--- src/hdl/kbrlc_pkg.sv ---
// Package of the run-length compressor: sizes, codes, memory request type, helpers.
package kbrlc_pkg;

	localparam int MAX_CHUNK  = 16;
	localparam int IDX_W      = (MAX_CHUNK > 1) ? $clog2(MAX_CHUNK) : 1;
	localparam int FILL_W     = $clog2(MAX_CHUNK + 1);
	localparam int LEN_W      = 5;
	localparam int MEM_DEPTH  = 2 * MAX_CHUNK;
	localparam int MEM_AW     = IDX_W + 1;

	localparam logic [7:0] COUNT_MAX = 8'd255;
	localparam logic [7:0] COUNT_ONE = 8'd1;

	// one write and one read per cycle into the two-bank pattern/chunk memory
	typedef struct packed {
		logic              we;
		logic [MEM_AW-1:0] waddr;
		logic [7:0]        wdata;
		logic              re;
		logic [MEM_AW-1:0] raddr;
	} mem_req_t;

	// chunk length as used: 0 reads as 1, above MAX_CHUNK saturates
	function automatic logic [FILL_W-1:0] eff_len(input logic [LEN_W-1:0] v);
		logic [FILL_W-1:0] r;
		if (v == '0) begin
			r = FILL_W'(1);
		end else if (int'(v) > MAX_CHUNK) begin
			r = FILL_W'(MAX_CHUNK);
		end else begin
			r = FILL_W'(v);
		end
		return r;
	endfunction

endpackage

--- src/hdl/kbrlc_if.sv ---
// Handshake channels of the run-length compressor: input bytes, output bytes, config.
interface kbrlc_in_if;
	logic       valid;
	logic       ready;
	logic [7:0] in_byte;
	logic       in_last;
	modport source (output valid, output in_byte, output in_last, input ready);
	modport sink (input valid, input in_byte, input in_last, output ready);
endinterface

interface kbrlc_out_if;
	logic       valid;
	logic       ready;
	logic [7:0] out_byte;
	logic       out_last;
	modport source (output valid, output out_byte, output out_last, input ready);
	modport sink (input valid, input out_byte, input out_last, output ready);
endinterface

interface kbrlc_cfg_if;
	logic                        valid;
	logic                        ready;
	logic [kbrlc_pkg::LEN_W-1:0] chunk_len;
	modport source (output valid, output chunk_len, input ready);
	modport sink (input valid, input chunk_len, output ready);
endinterface

--- src/hdl/kbrlc_ram.sv ---
// Two-bank byte memory holding the run pattern and the chunk being gathered.
module kbrlc_ram (
	input  logic                clk,
	input  kbrlc_pkg::mem_req_t req,
	output logic [7:0]          rdata
);

	logic [7:0] mem [kbrlc_pkg::MEM_DEPTH];
	logic [7:0] rdata_q;

	always_ff @(posedge clk) begin
		if (req.we) begin
			mem[req.waddr] <= req.wdata;
		end
		if (req.re) begin
			rdata_q <= mem[req.raddr];
		end
	end

	assign rdata = rdata_q;

endmodule

--- src/hdl/kbrlc_ctrl.sv ---
// Sequencer of the run-length compressor: chunk compare, run count, emission.
module kbrlc_ctrl (
	input  logic                clk,
	input  logic                arst_n,
	kbrlc_in_if.sink            din,
	kbrlc_out_if.source         dout,
	kbrlc_cfg_if.sink           cfg,
	output kbrlc_pkg::mem_req_t mem_req,
	input  logic [7:0]          mem_rdata
);

	typedef enum logic [3:0] {
		ST_IDLE  = 4'b0001,
		ST_CHECK = 4'b0010,
		ST_HDR   = 4'b0100,
		ST_DATA  = 4'b1000
	} state_t;

	typedef enum logic {
		SEG_RUN  = 1'b0,
		SEG_PART = 1'b1
	} seg_t;

	state_t state_q;
	seg_t   seg_q;

	logic [kbrlc_pkg::LEN_W-1:0]  chunk_len_q;
	logic [kbrlc_pkg::FILL_W-1:0] k;
	logic [kbrlc_pkg::FILL_W-1:0] fill_q;
	logic [7:0]                   count_q;
	logic                         have_q;
	logic                         match_q;
	logic                         bank_q;   // bank holding the pattern; the other gathers
	logic                         swap_pend_q;
	logic                         more_run_q;
	logic                         part_pend_q;
	logic [kbrlc_pkg::FILL_W-1:0] idx_q;
	logic                         out_valid_q;
	logic [7:0]                   out_byte_q;
	logic                         out_last_q;

	logic [7:0]                   byte_s1;
	logic                         last_s1;
	logic [kbrlc_pkg::IDX_W-1:0]  pos_s1;

	logic                         in_acc;
	logic [kbrlc_pkg::FILL_W-1:0] pos_full;
	logic [kbrlc_pkg::IDX_W-1:0]  pos_in;
	logic                         out_free;
	logic                         new_match;
	logic [kbrlc_pkg::FILL_W-1:0] new_fill;
	logic                         full;
	logic                         bump;
	logic                         emit_old;
	logic [kbrlc_pkg::FILL_W-1:0] seg_len;
	logic                         seg_bank;
	logic                         seg_end;
	logic                         seg_final;
	logic                         load_hdr;
	logic                         load_data;

	assign k         = kbrlc_pkg::eff_len(chunk_len_q);
	assign din.ready = (state_q == ST_IDLE);
	assign cfg.ready = 1'b1;
	assign in_acc    = din.valid && din.ready;

	assign pos_full  = (fill_q >= k) ? (k - kbrlc_pkg::FILL_W'(1)) : fill_q;
	assign pos_in    = pos_full[kbrlc_pkg::IDX_W-1:0];
	assign out_free  = !out_valid_q || dout.ready;

	assign new_match = match_q && have_q && (mem_rdata == byte_s1);
	assign new_fill  = kbrlc_pkg::FILL_W'(pos_s1) + kbrlc_pkg::FILL_W'(1);
	assign full      = (new_fill >= k);
	assign bump      = have_q && new_match && (count_q != kbrlc_pkg::COUNT_MAX);
	assign emit_old  = full && have_q && !bump;

	assign seg_len   = (seg_q == SEG_RUN) ? k : fill_q;
	assign seg_bank  = (seg_q == SEG_RUN) ? bank_q : ~bank_q;
	assign seg_end   = (idx_q == seg_len);
	assign seg_final = (seg_q == SEG_PART) || (!more_run_q && !part_pend_q);

	assign load_hdr  = (state_q == ST_HDR) && out_free;
	assign load_data = (state_q == ST_DATA) && out_free;

	// memory port: byte write + pattern read on accept, one read per emitted pattern byte
	always_comb begin
		mem_req = '0;
		case (state_q)
			ST_IDLE: begin
				if (in_acc) begin
					mem_req.we    = 1'b1;
					mem_req.waddr = {~bank_q, pos_in};
					mem_req.wdata = din.in_byte;
					mem_req.re    = 1'b1;
					mem_req.raddr = {bank_q, pos_in};
				end
			end
			ST_HDR: begin
				if (out_free) begin
					mem_req.re    = 1'b1;
					mem_req.raddr = {seg_bank, kbrlc_pkg::IDX_W'(0)};
				end
			end
			ST_DATA: begin
				if (out_free && !seg_end) begin
					mem_req.re    = 1'b1;
					mem_req.raddr = {seg_bank, idx_q[kbrlc_pkg::IDX_W-1:0]};
				end
			end
			default: begin
			end
		endcase
	end

	always_ff @(posedge clk or negedge arst_n) begin
		if (!arst_n) begin
			state_q     <= ST_IDLE;
			seg_q       <= SEG_RUN;
			chunk_len_q <= kbrlc_pkg::LEN_W'(1);
			fill_q      <= '0;
			count_q     <= '0;
			have_q      <= 1'b0;
			match_q     <= 1'b1;
			bank_q      <= 1'b0;
			swap_pend_q <= 1'b0;
			more_run_q  <= 1'b0;
			part_pend_q <= 1'b0;
			idx_q       <= '0;
			out_valid_q <= 1'b0;
		end else begin
			if (load_hdr || load_data) begin
				out_valid_q <= 1'b1;
			end else if (dout.ready) begin
				out_valid_q <= 1'b0;
			end

			case (state_q)
				ST_IDLE: begin
					if (in_acc) begin
						state_q <= ST_CHECK;
					end
				end
				ST_CHECK: begin
					if (full) begin
						fill_q  <= '0;
						match_q <= 1'b1;
						if (!emit_old) begin
							if (!have_q) begin
								bank_q  <= ~bank_q;
								count_q <= kbrlc_pkg::COUNT_ONE;
								have_q  <= 1'b1;
							end else begin
								count_q <= count_q + 8'd1;
							end
						end
					end else begin
						fill_q  <= new_fill;
						match_q <= new_match;
					end
					swap_pend_q <= emit_old;
					if (emit_old) begin
						// old run goes out first; chunk takes over afterwards
						seg_q       <= SEG_RUN;
						more_run_q  <= last_s1;
						part_pend_q <= 1'b0;
						state_q     <= ST_HDR;
					end else if (last_s1 && (have_q || full)) begin
						seg_q       <= SEG_RUN;
						more_run_q  <= 1'b0;
						part_pend_q <= !full;
						state_q     <= ST_HDR;
					end else if (last_s1) begin
						seg_q       <= SEG_PART;
						more_run_q  <= 1'b0;
						part_pend_q <= 1'b0;
						state_q     <= ST_HDR;
					end else begin
						state_q <= ST_IDLE;
					end
				end
				ST_HDR: begin
					if (out_free) begin
						idx_q   <= kbrlc_pkg::FILL_W'(1);
						state_q <= ST_DATA;
					end
				end
				ST_DATA: begin
					if (out_free) begin
						if (!seg_end) begin
							idx_q <= idx_q + kbrlc_pkg::FILL_W'(1);
						end else begin
							if (swap_pend_q) begin
								bank_q      <= ~bank_q;
								count_q     <= kbrlc_pkg::COUNT_ONE;
								swap_pend_q <= 1'b0;
							end
							if (more_run_q) begin
								seg_q      <= SEG_RUN;
								more_run_q <= 1'b0;
								state_q    <= ST_HDR;
							end else if (part_pend_q) begin
								seg_q       <= SEG_PART;
								part_pend_q <= 1'b0;
								state_q     <= ST_HDR;
							end else begin
								state_q <= ST_IDLE;
								if (last_s1) begin
									fill_q  <= '0;
									count_q <= '0;
									have_q  <= 1'b0;
									match_q <= 1'b1;
								end
							end
						end
					end
				end
				default: begin
					state_q <= ST_IDLE;
				end
			endcase

			// new chunk length drops the stream in progress
			if (cfg.valid) begin
				chunk_len_q <= cfg.chunk_len;
				fill_q      <= '0;
				count_q     <= '0;
				have_q      <= 1'b0;
				match_q     <= 1'b1;
			end
		end
	end

	always_ff @(posedge clk) begin
		if (in_acc) begin
			byte_s1 <= din.in_byte;
			last_s1 <= din.in_last;
			pos_s1  <= pos_in;
		end
		if (load_hdr) begin
			out_byte_q <= (seg_q == SEG_RUN) ? count_q : kbrlc_pkg::COUNT_ONE;
			out_last_q <= 1'b0;
		end else if (load_data) begin
			out_byte_q <= mem_rdata;
			out_last_q <= seg_end && seg_final;
		end
	end

	assign dout.valid    = out_valid_q;
	assign dout.out_byte = out_byte_q;
	assign dout.out_last = out_last_q;

endmodule

--- src/hdl/kbyte_run_length_compressor_unit.sv ---
// Top level of the multi-byte run-length compressor.
//
//  channel | dir | payload              | request taken when
//  --------+-----+----------------------+------------------------------
//  din     | in  | in_byte[7:0] in_last | din.valid && din.ready
//  dout    | out | out_byte[7:0] out_last| dout.valid && dout.ready
//  cfg     | in  | chunk_len[4:0]       | cfg.valid (ready held high)
//
// Each input request is accepted (byte written to the chunk bank, pattern byte
// read) and then compared against the pattern memory's registered read, with
// din.ready low meanwhile. A run goes out as a count byte, then one pattern byte
// per cycle unless dout stalls, off the single memory read port; a partial chunk likewise.
// A stalled dout holds the sequencer; din stays low until emission is done.
// Reset clears the control state only; the memory needs no clearing pass.
module kbyte_run_length_compressor_unit (
	input logic         clk,
	input logic         arst_n,
	kbrlc_in_if.sink    din,
	kbrlc_out_if.source dout,
	kbrlc_cfg_if.sink   cfg
);

	// memory request from the sequencer and its registered read data
	kbrlc_pkg::mem_req_t mem_req;
	logic [7:0]          mem_rdata;

	// sequencer: chunk compare, run count, bank swap instead of copying the chunk
	kbrlc_ctrl u_ctrl (
		.clk       (clk),
		.arst_n    (arst_n),
		.din       (din),
		.dout      (dout),
		.cfg       (cfg),
		.mem_req   (mem_req),
		.mem_rdata (mem_rdata)
	);

	// two banks of MAX_CHUNK bytes: pattern in one, gathered chunk in the other
	kbrlc_ram u_ram (
		.clk   (clk),
		.req   (mem_req),
		.rdata (mem_rdata)
	);

endmodule

--- src/flat_wrapper.sv ---
// flat-port wrapper written by rule: the top's interface ports become plain ports
module kbyte_run_length_compressor_unit_flat 
  (clk, arst_n, din_valid, din_in_byte, din_in_last, din_ready, dout_valid, dout_out_byte, dout_out_last, dout_ready, cfg_valid, cfg_chunk_len, cfg_ready);
  kbrlc_in_if din_i ();
  kbrlc_out_if dout_i ();
  kbrlc_cfg_if cfg_i ();
  input logic clk;
  input logic arst_n;
  input wire logic [$bits(din_i.valid)-1:0] din_valid;
  input wire logic [$bits(din_i.in_byte)-1:0] din_in_byte;
  input wire logic [$bits(din_i.in_last)-1:0] din_in_last;
  output wire logic [$bits(din_i.ready)-1:0] din_ready;
  output wire logic [$bits(dout_i.valid)-1:0] dout_valid;
  output wire logic [$bits(dout_i.out_byte)-1:0] dout_out_byte;
  output wire logic [$bits(dout_i.out_last)-1:0] dout_out_last;
  input wire logic [$bits(dout_i.ready)-1:0] dout_ready;
  input wire logic [$bits(cfg_i.valid)-1:0] cfg_valid;
  input wire logic [$bits(cfg_i.chunk_len)-1:0] cfg_chunk_len;
  output wire logic [$bits(cfg_i.ready)-1:0] cfg_ready;
  assign din_i.valid = din_valid;
  assign din_i.in_byte = din_in_byte;
  assign din_i.in_last = din_in_last;
  assign din_ready = din_i.ready;
  assign dout_valid = dout_i.valid;
  assign dout_out_byte = dout_i.out_byte;
  assign dout_out_last = dout_i.out_last;
  assign dout_i.ready = dout_ready;
  assign cfg_i.valid = cfg_valid;
  assign cfg_i.chunk_len = cfg_chunk_len;
  assign cfg_ready = cfg_i.ready;
  kbyte_run_length_compressor_unit u_core (.clk(clk), .arst_n(arst_n), .din(din_i), .dout(dout_i), .cfg(cfg_i));
endmodule
--- config.mk ---
export PLATFORM = sky130hd
export DESIGN_NAME = kbyte_run_length_compressor_unit_flat
export DESIGN_NICKNAME = d
export VERILOG_FILES = /design/src/hdl/kbrlc_pkg.sv /design/src/hdl/kbrlc_if.sv /design/src/hdl/kbrlc_ram.sv /design/src/hdl/kbrlc_ctrl.sv /design/src/hdl/kbyte_run_length_compressor_unit.sv /design/src/flat_wrapper.sv
export SDC_FILE = /design/constraint.sdc
export NUM_CORES = 1
export LEC_CHECK = 0
export BUFFER_PORTS_ARGS = -buffer_cell sky130_fd_sc_hd__buf_2
export CAP_MARGIN = 20
export CORE_MARGIN = 2
export CORE_UTILIZATION = 35
export CTS_BUF_LIST = sky130_fd_sc_hd__clkbuf_4 sky130_fd_sc_hd__clkbuf_8
export CTS_CLUSTER_SIZE = 10
export DETAILED_ROUTE_END_ITERATION = 8
export MAX_ROUTING_LAYER = met4
export PLACE_DENSITY_LB_ADDON = 0.1
export SYNTH_ARGS = -nofsm -noshare
export SYNTH_HDL_FRONTEND = slang
export SYNTH_HIERARCHICAL = 1
export SYNTH_SLANG_ARGS = --single-unit
export TNS_END_PERCENT = 5
--- constraint.sdc ---
create_clock -name clk -period 5.85 [get_ports clk]
set_clock_uncertainty 0.1 [all_clocks]
set_input_delay 0.2925 -clock clk [delete_from_list [all_inputs] [get_ports clk]]
set_output_delay 0.2925 -clock clk [all_outputs]
set_load 0.02 [all_outputs]
==> impl_metrics.ini, run 1 <==
[route]
drt_iter0_markers = 600
ant_nets = 0
drc = 0
viasPerCell = 5.21
wire_per_inst_um = 23.1
wl_um = 33400
num_vias = 7528
drt_pre_antenna_iters = 4

[logic_synthesis]
yosys_warnings = 6
ys_ff_latch = 321
synth-edff-count = 285
avgSynthCellArea_um2 = 17.4
ys.flop_type = edfxtp_1
async_reset_ff_frac = 0.109
ys_seq_area_frac = 0.691
synth_nets = 818
netlist_area_um2 = 13700
synthCells = 786
synth_cell_types = 65

[cts]
cts_tree = done
clock_latency_ns = 0.64
htree_num_levels = 2
postCtsSetupBuffers = 0
ctsResizeCount = 0
cts-root-buf = clkbuf_8
cts_made_buffers = 56
clockBufferDepth = 3
cts_sinks = 321
cts.clk_slew.worst_paths_ns = 0.06

[cells_and_area]
num-fill-cells = 3509
area.growth.synth_to_final_pct = 15.7
layout.cells.most_common = edfxtp_1
layout-drive-gt1-share = 0.264
n_antenna_cell = 0
fin_area_um2 = 15800
finalNetCount = 916
final_cell_mix = edfxtp_1 (285), mux4_2 (80), nor2_1 (63)

[sta]
rsz0062_at_grt = false
worstMarginPinSlew_ns = 1.05
finalHoldViolCount = 0
finalSetupViolCount = 0
tns_ns = 0
period_needed_ns = 4.92
min_period_over_period = 0.842
relSlewSlack = 0.298
max_freq_mhz = 203
drv_slew = 0

[grt]
grt_pass1_wl_um = 50000
grt_pass1_vias = 7739
track_usage = 0.172
gr-total-overflow = 0
antenna_found_initial = 2
grt_start_max_net_pins = 65

[pwr]
power.density_nw_per_um2 = 408
ir_drop_uv = 176
power.leakage_nw = 5.42

[setup_path]
cp_num_cells = 15
crit_required_ns = 6.14
r2r_cells = 15
end_kind = flip-flop
crit_path_max_incr_delay_ns = 0.62
crit_buf_inv = 2
crit_path_start_kind = flip-flop
cp_slowest_cell = mux4_2
cp_top_family = multiplexers
crit_chain = nor3_1, o21ai_0, inv_1, ha_1, nand2b_1, a21o_1, a21o_1, a21o_1, a21o_1, mux2i_1, o21ai_4, buf_12, mux4_2, mux4_2, mux2_2
critPathArrivalTime_ns = 5.21
crit_path_max_fanout = 64
cpMostUsedCell = a21o_1
critPathKind = reg -> reg

[placement]
place_area_um2 = 14500
dp_hpwl_um = 21400
io_buffer_count = 29
gp_congestion = 0.816

[floorplanning]
fp.dieH_um = 202
die_w_um = 202
fp.coreArea_um2 = 38600
start_util = 0.354
rows = 72
io_pins = 31
die_area_um2 = 40700

[hold_path]
worstHoldPathCells = 3
hold_class = in -> reg

[run]
maxCapViolCount = 0

[status]
status = finished, final reports clean
==> layer usage <==
| layer | GRT usage | part of all wire | vias up |
|---|---|---|---|
| met5 | - | 0 | - |
| met4 | 0.0502 | 0.022 | 0 |
| met3 | 0.0337 | 0.051 | 65 |
| met2 | 0.257 | 0.46 | 210 |
| met1 | 0.239 | 0.46 | 3924 |
| li1 | - | - | 3329 |
==> cell usage after synthesis (all sizes together) (2+ instances only) <==
| cell | n | area, um2 |
|---|---|---|
| nor4b | 4 | 50.1 |
| or3 | 3 | 18.8 |
| xnor2 | 5 | 43.8 |
| nand3 | 14 | 70.1 |
| maj3 | 2 | 20.0 |
| and2 | 6 | 37.5 |
| edfxtp | 285 | 8560 |
| nor2b | 7 | 43.8 |
| nor2 | 63 | 236 |
| a211oi | 2 | 15.0 |
| inv | 18 | 67.6 |
| a41o | 4 | 40.0 |
| nand3b | 6 | 45.0 |
| and3 | 13 | 81.3 |
| o211ai | 3 | 27.5 |
| nand2b | 9 | 63.8 |
| xor2 | 13 | 114 |
| mux4 | 80 | 1800 |
| nand2 | 36 | 138 |
| dfstp | 3 | 78.8 |
| mux2i | 7 | 70.1 |
| o21a | 4 | 45.0 |
| nor4 | 2 | 12.5 |
| or3b | 3 | 26.3 |
| o221ai | 3 | 26.3 |
| nor3 | 7 | 46.3 |
| a31oi | 4 | 25.0 |
| o31ai | 2 | 15.0 |
| nor3b | 5 | 37.5 |
| a22o | 3 | 26.3 |
| mux2 | 15 | 169 |
| ha | 13 | 163 |
| a21oi | 9 | 45.0 |
| dfrtp | 32 | 801 |
| a21bo | 5 | 50.1 |
| clkbuf | 14 | 52.6 |
| nand4 | 5 | 31.3 |
| a21o | 8 | 60.1 |
| o21ai | 32 | 160 |
| buf | 24 | 159 |
==> flip-flops by register name (all words and copies together) (netlist names) <==
name	count
u_core/u_ctrl/dout.out_last	1
u_core/u_ctrl/bank_q	1
u_core/u_ctrl/dout.valid	1
u_core/u_ctrl/pos_s1	4
u_core/u_ctrl/fill_q	5
u_core/u_ram/rdata	8
u_core/u_ctrl/seg_q	1
u_core/u_ctrl/more_run_q	1
u_core/u_ram/mem	256
u_core/u_ctrl/count_q	8
u_core/u_ctrl/part_pend_q	1
u_core/u_ctrl/byte_s1	8
u_core/u_ctrl/dout.out_byte	8
u_core/u_ctrl/have_q	1
u_core/u_ctrl/last_s1	1
u_core/u_ctrl/match_q	1
u_core/u_ctrl/idx_q	5
u_core/u_ctrl/chunk_len_q	5
u_core/u_ctrl/swap_pend_q	1
u_core/u_ctrl/state_q	4
==> timing repair <==
| item | CTS | global route |
|---|---|---|
| endpoints found under the hold margin | 47 | 0 |
| setup endpoints to repair | 0 | 0 |
| hold buffers | 22 | 0 |
==> tightest hold or removal path, delay by kind of cell <==
kind | cells | cell delay [ns]
buffers and inverters | 1 | 0.22
AOI/OAI and AO/OA | 1 | 0.16
and+or+nand+nor | 1 | 0.11
==> where the power goes <==
| part | switching (mW) | internal (mW) |
|---|---|---|
| Sequential | 0.151 | 2.78 |
| Combinational | 0.908 | 0.673 |
| Clock | 0.940 | 1.01 |
| Total | 2.00 | 4.47 |
==> stage by stage <==
stage | cells | power, mW | util | setup WS (ns) | hold WS [ns]
3_3_place_gp | 1317 | 4.53 | 0.375 | 0.830 | 0.349
4_1_cts | 1441 | 6.54 | 0.408 | 0.864 | 0.0218
3_5_place_dp | 1317 | 4.55 | 0.375 | 0.851 | 0.373
5_1_grt | 1446 | 6.78 | 0.410 | 0.620 | 0.0644
2_1_floorplan | 786 | 4.02 | - | 1.55 | -0.103
6_report | 1446 | 6.47 | 0.410 | 0.925 | 0.0836
==> final timing paths <==
| kind | start | end | slack [ns] |
|---|---|---|---|
| max | u_core/u_ctrl/chunk_len_q[3]$_DFFE_PN0P_ | u_core/u_ram/rdata[4]$_DFFE_PP_ | 0.93 |
| min | din_valid | u_core/u_ctrl/state_q[0]$_DFFE_PN1P_ | 0.08 |
| max reg2reg | u_core/u_ctrl/chunk_len_q[3]$_DFFE_PN0P_ | u_core/u_ram/rdata[4]$_DFFE_PP_ | 0.93 |
| min reg2reg | u_core/u_ctrl/dout.out_last$_SDFFE_PP0P_ | u_core/u_ctrl/dout.out_last$_SDFFE_PP0P_ | 0.40 |
| max in group asynchronous | arst_n | u_core/u_ctrl/dout.valid$_DFFE_PN0P_ | 4.87 |
| min in group asynchronous | arst_n | u_core/u_ctrl/count_q[5]$_DFFE_PN0P_ | 0.22 |
==> layout make-up <==
class / count / area, um2 / area share
flip-flops and latches: 321 / 9460 / 0.597
multi-input cells: 409 / 3990 / 0.252
clock buffers: 60 / 801 / 0.0505
well taps: 518 / 648 / 0.0409
repair buffers: 78 / 638 / 0.0403
clock inverters: 42 / 245 / 0.0155
inverters: 18 / 67.6 / 0.00426
==> logic make-up (layout without fill, tap and decap cells) <==
group / Yosys count / after routing / synth area share
and+or+nand+nor: 186 / 186 / 0.0705
DFF: 321 / 321 / 0.691
muxes: 102 / 102 / 0.149
xor gates and xnor gates: 18 / 18 / 0.0115
other: 1 / 1 / 0.000274
buffers and inverters: 56 / 198 / 0.0204
AOI/OAI and AO/OA: 87 / 87 / 0.0444
adders and majority gates: 15 / 15 / 0.0133
Power figures use the tool's default switching activity.
==> run 2, diff against run 1 <==
Clock period 5.85 ns to 5 ns, I/O delays scaled along.
==> run 2 against run 1 <==
  * Sequential power is 17% higher
  * Maximum frequency is 4.1% higher
  * First-iteration DRC count is 4.0% lower
  * Utilization is 0.84 points higher
  * Non-clock buffer count is 33 higher
  * Register-to-register slack worse by 0.66 ns
  * Combinational power is 22% higher
  * Final area is 2.1% higher
  * Critical path depth stayed put
  * Clock power is 22% higher
  * Setup slack worse by 0.66 ns
  * Via count is 0.33% higher
==> impl_metrics.ini, run 2 (synthesis results as in run 1) <==
[cts]
cts.clk_slew.worst_paths_ns = 0.06
cts_sinks = 321
clockBufferDepth = 3
htree_num_levels = 2
cts_made_buffers = 57
cts_tree = done
postCtsSetupBuffers = 0
clock_latency_ns = 0.64
cts-root-buf = clkbuf_8

[pwr]
power.density_nw_per_um2 = 478
total_power_mw = 7.73
power.leakage_nw = 5.62
ir_drop_uv = 181

[sta]
tns_ns = 0
finalHoldViolCount = 0
period_needed_ns = 4.73
rsz0062_at_grt = false
relSlewSlack = 0.433
drv_slew = 0
max_freq_mhz = 211
worstMarginPinSlew_ns = 0.850
finalSetupViolCount = 0
min_period_over_period = 0.946
hold_ws_ns = 0.181

[cells_and_area]
final_cell_mix = edfxtp_1 (285), mux4_2 (80), nor2_1 (63)
num-fill-cells = 3472
seqCellArea_um2 = 9460
fin_area_um2 = 16200
multi_input_area_um2 = 3990
top_register = u_core/u_ram/mem
fin_cells = 1480
n_antenna_cell = 0
finalNetCount = 950
area.growth.synth_to_final_pct = 18.1
layout.cells.most_common = edfxtp_1
layout-drive-gt1-share = 0.295
largest_reg_flops = 256

[route]
drc = 0
drt_iter0_markers = 576
ant_nets = 0
drt_pre_antenna_iters = 5
wire_per_inst_um = 22.9
viasPerCell = 5.10
wl_um = 33900
num_vias = 7553

[setup_path]
critPathKind = reg -> reg
crit_path_max_incr_delay_ns = 0.62
end_kind = flip-flop
crit_path_max_fanout = 41
crit_chain = nor3_1, o21ai_1, inv_1, ha_1, nand2b_1, a21o_1, a21o_1, a21o_1, a21o_1, mux2i_1, o21ai_4, buf_12, mux4_2, mux4_2, mux2_2
critPathArrivalTime_ns = 5.02
crit_required_ns = 5.29
cp_slowest_cell = mux4_2
crit_path_start_kind = flip-flop
cpMostUsedCell = a21o_1
cp_top_family = multiplexers
crit_buf_inv = 2

[grt]
antenna_found_initial = 0
grt_start_max_net_pins = 42
track_usage = 0.176
grt_pass1_wl_um = 51000
gr-total-overflow = 0
grt_pass1_vias = 7827

[placement]
gp_congestion = 0.826
dp_hpwl_um = 22200
place_area_um2 = 14800
io_buffer_count = 29
place_inst = 1351

[floorplanning]
fp.dieH_um = 202
io_pins = 31
rows = 72
fp.coreArea_um2 = 38600
die_w_um = 202
die_area_um2 = 40700
start_util = 0.354

[run]
maxCapViolCount = 0

[hold_path]
hold_class = in -> async

[status]
status = finished, final reports clean
run 2: per-stage QoR:
step,util,worst slack [ns]
6_report,0.418,0.268
5_1_grt,0.418,0.00872
4_1_cts,0.418,0.146
3_5_place_dp,0.383,0.156
3_3_place_gp,0.382,0.140
2_1_floorplan,-,0.696
run 2: timing repair:
action / CTS / global route
hold buffers: 24 / 0
endpoints found under the setup margin: 0 / 8
hold endpoints to repair: 50 / 0
resized for setup: 0 / 1
run 2: worst paths after layout:
kind / startpoint / to / slack [ns] / cells past startpoint
hold / removal: arst_n / u_core/u_ctrl/chunk_len_q[4]$_DFFE_PN0P_ / 0.18 / 2
min in group clk: din_in_byte[0] / u_core/u_ctrl/byte_s1[0]$_DFFE_PP_ / 0.24 / 2
hold reg to reg: u_core/u_ctrl/dout.out_last$_SDFFE_PP0P_ / u_core/u_ctrl/dout.out_last$_SDFFE_PP0P_ / 0.39 / 2
max in group asynchronous: arst_n / u_core/u_ctrl/count_q[6]$_DFFE_PN0P_ / 4.08 / 2
setup / recovery: u_core/u_ctrl/chunk_len_q[1]$_DFFE_PN0P_ / u_core/u_ram/rdata[5]$_DFFE_PP_ / 0.27 / 15
setup reg to reg: u_core/u_ctrl/chunk_len_q[1]$_DFFE_PN0P_ / u_core/u_ram/rdata[5]$_DFFE_PP_ / 0.27 / 15
run 2: power by group:
| part | total (mW) | switching [mW] | internal (mW) |
|---|---|---|---|
| logic | 1.93 | 1.10 | 0.837 |
| clock network | 2.37 | 1.08 | 1.29 |
| registers | 3.42 | 0.166 | 3.26 |
run 2: worst reg2reg max path, cell delays in order, from the launching register on:
cell and delay, ns:
dfrtp_1 0.38, nor3_1 0.33, o21ai_1 0.20, inv_1 0.11
ha_1 0.22, nand2b_1 0.14, a21o_1 0.17, a21o_1 0.17
a21o_1 0.17, a21o_1 0.24, mux2i_1 0.23, o21ai_4 0.26
buf_12 0.35, mux4_2 0.66, mux4_2 0.50, mux2_2 0.27
run 2: layer usage:
metal	global-route usage	share of wire	routed length, um	vias up
met5	-	0	0	-
met4	0.0609	0.025	840	0
met3	0.0350	0.050	1680	51
met2	0.273	0.47	15900	220
met1	0.234	0.46	15500	3888
li1	-	-	-	3394
run 2: layout make-up:
class,instances,share of cell area
clock buffers,74,0.0564
flip-flops and latches,321,0.585
inverters,18,0.00418
repair buffers,111,0.0560
multi-input cells,409,0.246
well taps,518,0.0401
clock inverters,29,0.0118
